===== src/rtl/core/pqrr_sel.sv =====
`default_nettype none
module pqrr_sel #(
  parameter int PORTS = 8
) (
  input  wire logic [PORTS-1:0]                          map_valid,
  input  wire logic [PORTS-1:0][15:0]                    map_addr,
  input  wire logic [15:0]                               src,
  input  wire logic [PORTS-1:0]                          nonempty,
  input  wire logic [$clog2(PORTS+1)-1:0]                used,
  input  wire logic [((PORTS > 1) ? $clog2(PORTS) : 1)-1:0] start,
  output logic                                           find_hit,
  output logic [((PORTS > 1) ? $clog2(PORTS) : 1)-1:0]   find_idx,
  output logic                                           pick_hit,
  output logic [((PORTS > 1) ? $clog2(PORTS) : 1)-1:0]   pick_idx
);

  localparam int SW = (PORTS > 1) ? $clog2(PORTS) : 1;

  logic [PORTS-1:0] cand;
  logic [PORTS-1:0] ready;
  logic [PORTS-1:0] upper;
  logic             upper_hit;
  logic [SW-1:0]    upper_idx;
  logic             any_hit;
  logic [SW-1:0]    any_idx;

  // Slot candidates: matching or free slots, and non-empty slots, within the active range.
  always_comb begin
    for (int i = 0; i < PORTS; i++) begin
      cand[i]  = (32'(i) < 32'(used)) &&
                 (!map_valid[i] || (map_addr[i] == src));
      ready[i] = (32'(i) < 32'(used)) && nonempty[i];
      upper[i] = ready[i] && (32'(i) >= 32'(start));
    end
  end

  // Priority encoders: the lowest set bit wins.
  always_comb begin
    find_hit  = 1'b0;
    find_idx  = '0;
    upper_hit = 1'b0;
    upper_idx = '0;
    any_hit   = 1'b0;
    any_idx   = '0;
    for (int i = PORTS - 1; i >= 0; i--) begin
      if (cand[i]) begin
        find_hit = 1'b1;
        find_idx = SW'(i);
      end
      if (upper[i]) begin
        upper_hit = 1'b1;
        upper_idx = SW'(i);
      end
      if (ready[i]) begin
        any_hit = 1'b1;
        any_idx = SW'(i);
      end
    end
    pick_hit = any_hit;
    pick_idx = upper_hit ? upper_idx : any_idx;
  end

endmodule
`default_nettype wire


===== config.mk =====
export PLATFORM = sky130hd
export DESIGN_NAME = pqrr_sel
export DESIGN_NICKNAME = d
export VERILOG_FILES = /design/src/rtl/core/pqrr_sel.sv
export SDC_FILE = /design/constraint.sdc
export NUM_CORES = 1
export LEC_CHECK = 0
export BUFFER_PORTS_ARGS = -buffer_cell sky130_fd_sc_hd__buf_2
export CAP_MARGIN = 15
export CORE_ASPECT_RATIO = 1.4
export CORE_MARGIN = 4
export CORE_UTILIZATION = 25
export DETAILED_ROUTE_END_ITERATION = 8
export PLACE_DENSITY = 0.61
export SLEW_MARGIN = 20
export SYNTH_ARGS = -nofsm -noshare
export SYNTH_HDL_FRONTEND = slang
export SYNTH_SLANG_ARGS = --single-unit

===== constraint.sdc =====
create_clock -name vclk -period 3.96
set_input_delay 0.198 -clock vclk [all_inputs]
set_output_delay 0.198 -clock vclk [all_outputs]
set_load 0.005 [all_outputs]

==> results.toml, run 1 <==
[status]
status = "completed"

[clock_tree]
postCtsSetupBuffers = 0
ctsHoldBuffers = 0
cts-resized-gates = 0

[drt]
routedWlPerCell_um = 18.0
vias = 2512
detail_route.wirelength_mm = 9.34
first_iter_violations = 68
avgViaCountPerCell = 4.83
dr.pass1.iters = 4
postRouteAntennaNets = 0
route.detailed.drc = 0

[finish]
area_delta_synth_final_pct = 39.3
instances_no_fill = 520
design.seq.count = 0
num-fill-cells = 877
drive_gt1_share_pct = 43.0
nNetsFinal = 588
regArea_sq_um = 0
finalInstanceArea_sq_um = 2870
fin_util_pct = 36.4
nClkBuffers = 0

[setup_path]
crit_path_start_kind = "input pin"
crit_required_ns = 3.76
path_class = "in2out"
crit_arrival_ns = 2.09
cp-end-kind = "primary output"
crit_fanout = 8
startpoint = "src[15]"

[floorplanning]
num_rows = 38
fp.dieArea_sq_um = 9780
io_pins = 175
die_h_um = 115
initial_core_util_pct = 26.1
core_area_sq_um = 7890
die_w_um = 84.7

[yosys]
synth_most_common_cell = "xnor2_1"
synthesis.area_sq_um = 2060
avgSynthCellArea_sq_um = 7.75
yosys_warnings = 0
yosys-top-cells-area = "xnor2_1, nand4_1, xor2_1"
syn_inst = 266
synth_top_area_share_pct = 47.2
syn-num-nets = 433
synth_common_cells = "xnor2_1, nand4_1, xor2_1"
synth_cell_types = 45
yosysSeqAreaShare_pct = 0
yosysTopAreaCell = "xnor2_1"

[pwr]
power.leakage_nw = 1.20
peakVddDrop_mv = 0.0569
power_density_nw_per_um2 = 118

[sta]
worst_slew_pin_slew_ns = 0.697
fmax_mhz = 437
final.period_utilization_pct = 57.8
rsz0062_at_grt = "no"
report.final.slew_viol_count = 0
hold_viol = 0
min_period_ns = 2.29
slew-limit-headroom_pct = 52.9
finalSetupViolCount = 0
setup-tns-final_ns = 0

[hold_path]
hold_start = "map_valid[0]"
holdCritPathClass = "in2out"

[placed_design]
place.gp.congestion = 0.905
dp_cells = 519
place_area_sq_um = 2870
portBuffers = 175
place_hpwl_mm = 8.24

[grt]
grt_use_total_pct = 17.9
first_global_vias = 2647
grt_max_degree = 18
grt_pass1_wl_mm = 13.8
overflow = 0
antenna_found_initial = 0

[job]
drv_cap = 0
[layout make-up]
| cell class | count | area (sq um) | share of cell area, % |
|---|---|---|---|
| repair buffers | 175 | 876 | 30.5 |
| well taps | 100 | 125 | 4.36 |
| inverters | 3 | 11.3 | 0.392 |
| multi-input cells | 241 | 1860 | 64.6 |
| diodes | 1 | 2.50 | 0.0872 |
[placed cells by master, fill, tap and decap left out, types with 2 or more instances in the layout]
master   instances
nor4_1           6
buf_2          175
nor2b_1          2
xor2_1          16
nor3_1           3
inv_1            3
nor2_1           3
a21oi_1          9
o21ai_0          2
nand3_1          6
nand2_1         12
o21a_1           5
a31oi_1          3
o22a_1           2
o21ai_1          4
o41ai_1          5
nand4_1         28
xnor2_1        111
o41a_1           2
[per-stage QoR]
step	setup slack (ns)	power (mW)	hold WS (ns)
detailed placement	1.66	0.339	0.821
global placement	1.66	0.337	0.869
floorplan	2.22	0.212	0.607
finish	1.67	0.337	0.833
CTS	1.66	0.341	0.832
global route	1.58	0.371	0.905
[worst max-delay path, cell delays in order]
cell and delay (ns):
buf_2 0.28, xnor2_1 0.16, nand4_1 0.10, o41ai_1 0.69, a2bb2oi_1 0.18, and3b_1 0.24, o21a_1 0.12, buf_2 0.11
[where the power goes]
group | switching, mW | internal (mW)
Clock | 0 | 0.0000000337
Sequential | 0 | 0
Combinational | 0.163 | 0.174
Total | 0.163 | 0.174
[layer usage]
layer	GRT usage (%)	wire length, um	vias up
li1	-	-	1250
met5	0	0	-
met4	1.37	87	0
met1	20.4	3380	1121
met2	35.1	5020	133
met3	3.98	861	8
[logic make-up after synthesis]
logic type	share of synthesized area, %
simple gates	18.2
compound gates	17.1
xor+xnor	54.8
buf+inv	9.96
[path summary, 6_finish.rpt]
| path | to | slack [ns] | depth (start not counted) |
|---|---|---|---|
| max | find_idx[1] | 1.67 | 8 |
| min | find_idx[0] | 0.83 | 4 |
(Power assumes the default switching activity.)
==> inputs of run 2 (changes only) <==
==> constraint.sdc (replaced) <==
create_clock -name vclk -period 2.3
set_input_delay 0.115 -clock vclk [all_inputs]
set_output_delay 0.115 -clock vclk [all_outputs]
set_load 0.005 [all_outputs]
==> run 2 against run 1 <==
- cell area increased by 0.44%
- total power increased by 73%
- non-clock buffer count increased by 2
- final cell count increased by 0.19%
- utilization increased by 0.16 points
- via count increased by 0.48%
==> results.toml, run 2 (synthesized netlist as in run 1, its figures left out) <==
[setup_path]
crit_arrival_ns = 1.97
path_class = "in2out"
crit_path_start_kind = "input pin"
cp-end-kind = "primary output"
crit_fanout = 8
crit_required_ns = 2.18
startpoint = "src[2]"

[hold_path]
hold_start = "map_valid[0]"
holdCritPathClass = "in2out"

[sta]
report.final.slew_viol_count = 0
min_period_ns = 2.09
slew-limit-headroom_pct = 66.6
finalSetupViolCount = 0
final.period_utilization_pct = 90.8
setup-tns-final_ns = 0
worst_slew_pin_slew_ns = 0.495
hold_viol = 0
rsz0062_at_grt = "no"
fmax_mhz = 479

[finish]
num-fill-cells = 861
n_antenna_cell = 0
design.seq.count = 0
layout_common_cells = "buf_2, xnor2_1, nand4_1"
regArea_sq_um = 0
area_delta_synth_final_pct = 39.9
instances_no_fill = 521
multi_input_area_sq_um = 1860
nClkBuffers = 0
layout_commonest_cell = "buf_2"
drive_gt1_share_pct = 43.2
nNetsFinal = 590
fin_util_pct = 36.5

[floorplanning]
io_pins = 175
num_rows = 38
initial_core_util_pct = 26.1
die_w_um = 84.7
die_h_um = 115
core_area_sq_um = 7890
fp.dieArea_sq_um = 9780

[grt]
overflow = 0
antenna_found_initial = 1
grt_max_degree = 18
grt_use_total_pct = 17.7
first_global_vias = 2628
grt_pass1_wl_mm = 13.5

[clock_tree]
cts-resized-gates = 0
ctsHoldBuffers = 0
postCtsSetupBuffers = 0

[drt]
routedWlPerCell_um = 17.7
postRouteAntennaNets = 0
detail_route.wirelength_mm = 9.22
avgViaCountPerCell = 4.84
route.detailed.drc = 0
dr.pass1.iters = 4
vias = 2524
first_iter_violations = 84

[status]
status = "completed"

[placed_design]
portBuffers = 175
dp_cells = 521
place.gp.congestion = 0.895
place_hpwl_mm = 8.06

[pwr]
power.leakage_nw = 1.21
power_density_nw_per_um2 = 202
peakVddDrop_mv = 0.109

[job]
drv_cap = 0
-- run 2: worst paths after layout --
check / to / slack, ns / cells past startpoint
max: find_idx[0] / 0.21 / 8
min: find_idx[0] / 0.71 / 4
-- run 2: stage by stage --
step / power (mW) / hold slack [ns] / worst slack, ns / area [sq um]
3_5_place_dp: 0.584 / 0.687 / 0.196 / 2880
6_report: 0.583 / 0.708 / 0.211 / 2880
3_3_place_gp: 0.577 / 0.698 / 0.192 / 2880
2_1_floorplan: 0.365 / 0.441 / 0.729 / 2060
4_1_cts: 0.587 / 0.697 / 0.180 / 2880
5_1_grt: 0.644 / 0.755 / 0.0277 / 2880
-- run 2: worst max-delay path: stages --
cell and delay, ns:
buf_2 0.28, xnor2_1 0.17, nand4_1 0.15, o41a_1 0.47
o32ai_1 0.32, nand3_1 0.12, a31oi_1 0.20, buf_2 0.14
-- run 2: area by class of cell --
class / instances / share of cell area, %
multi-input cells: 241 / 64.4
well taps: 100 / 4.34
inverters: 3 / 0.391
repair buffers: 177 / 30.9
-- run 2: power by group --
group | leakage [nW] | total (mW) | switching [mW] | internal, mW
combinational | 1.21 | 0.583 | 0.280 | 0.303
clock | 0 | 0 | 0 | 0
sequential | 0 | 0 | 0 | 0
total | 1.21 | 0.583 | 0.280 | 0.303
-- run 2: layer usage --
metal / vias to the layer above / global-route usage [%] / share of wire, % / wire, um
met5: - / 0 / 0.14 / 13
met4: 2 / 3.48 / 1.6 / 147
met3: 8 / 3.77 / 8.5 / 786
met2: 132 / 34.6 / 53 / 4880
met1: 1130 / 19.6 / 37 / 3390
li1: 1252 / - / - / -
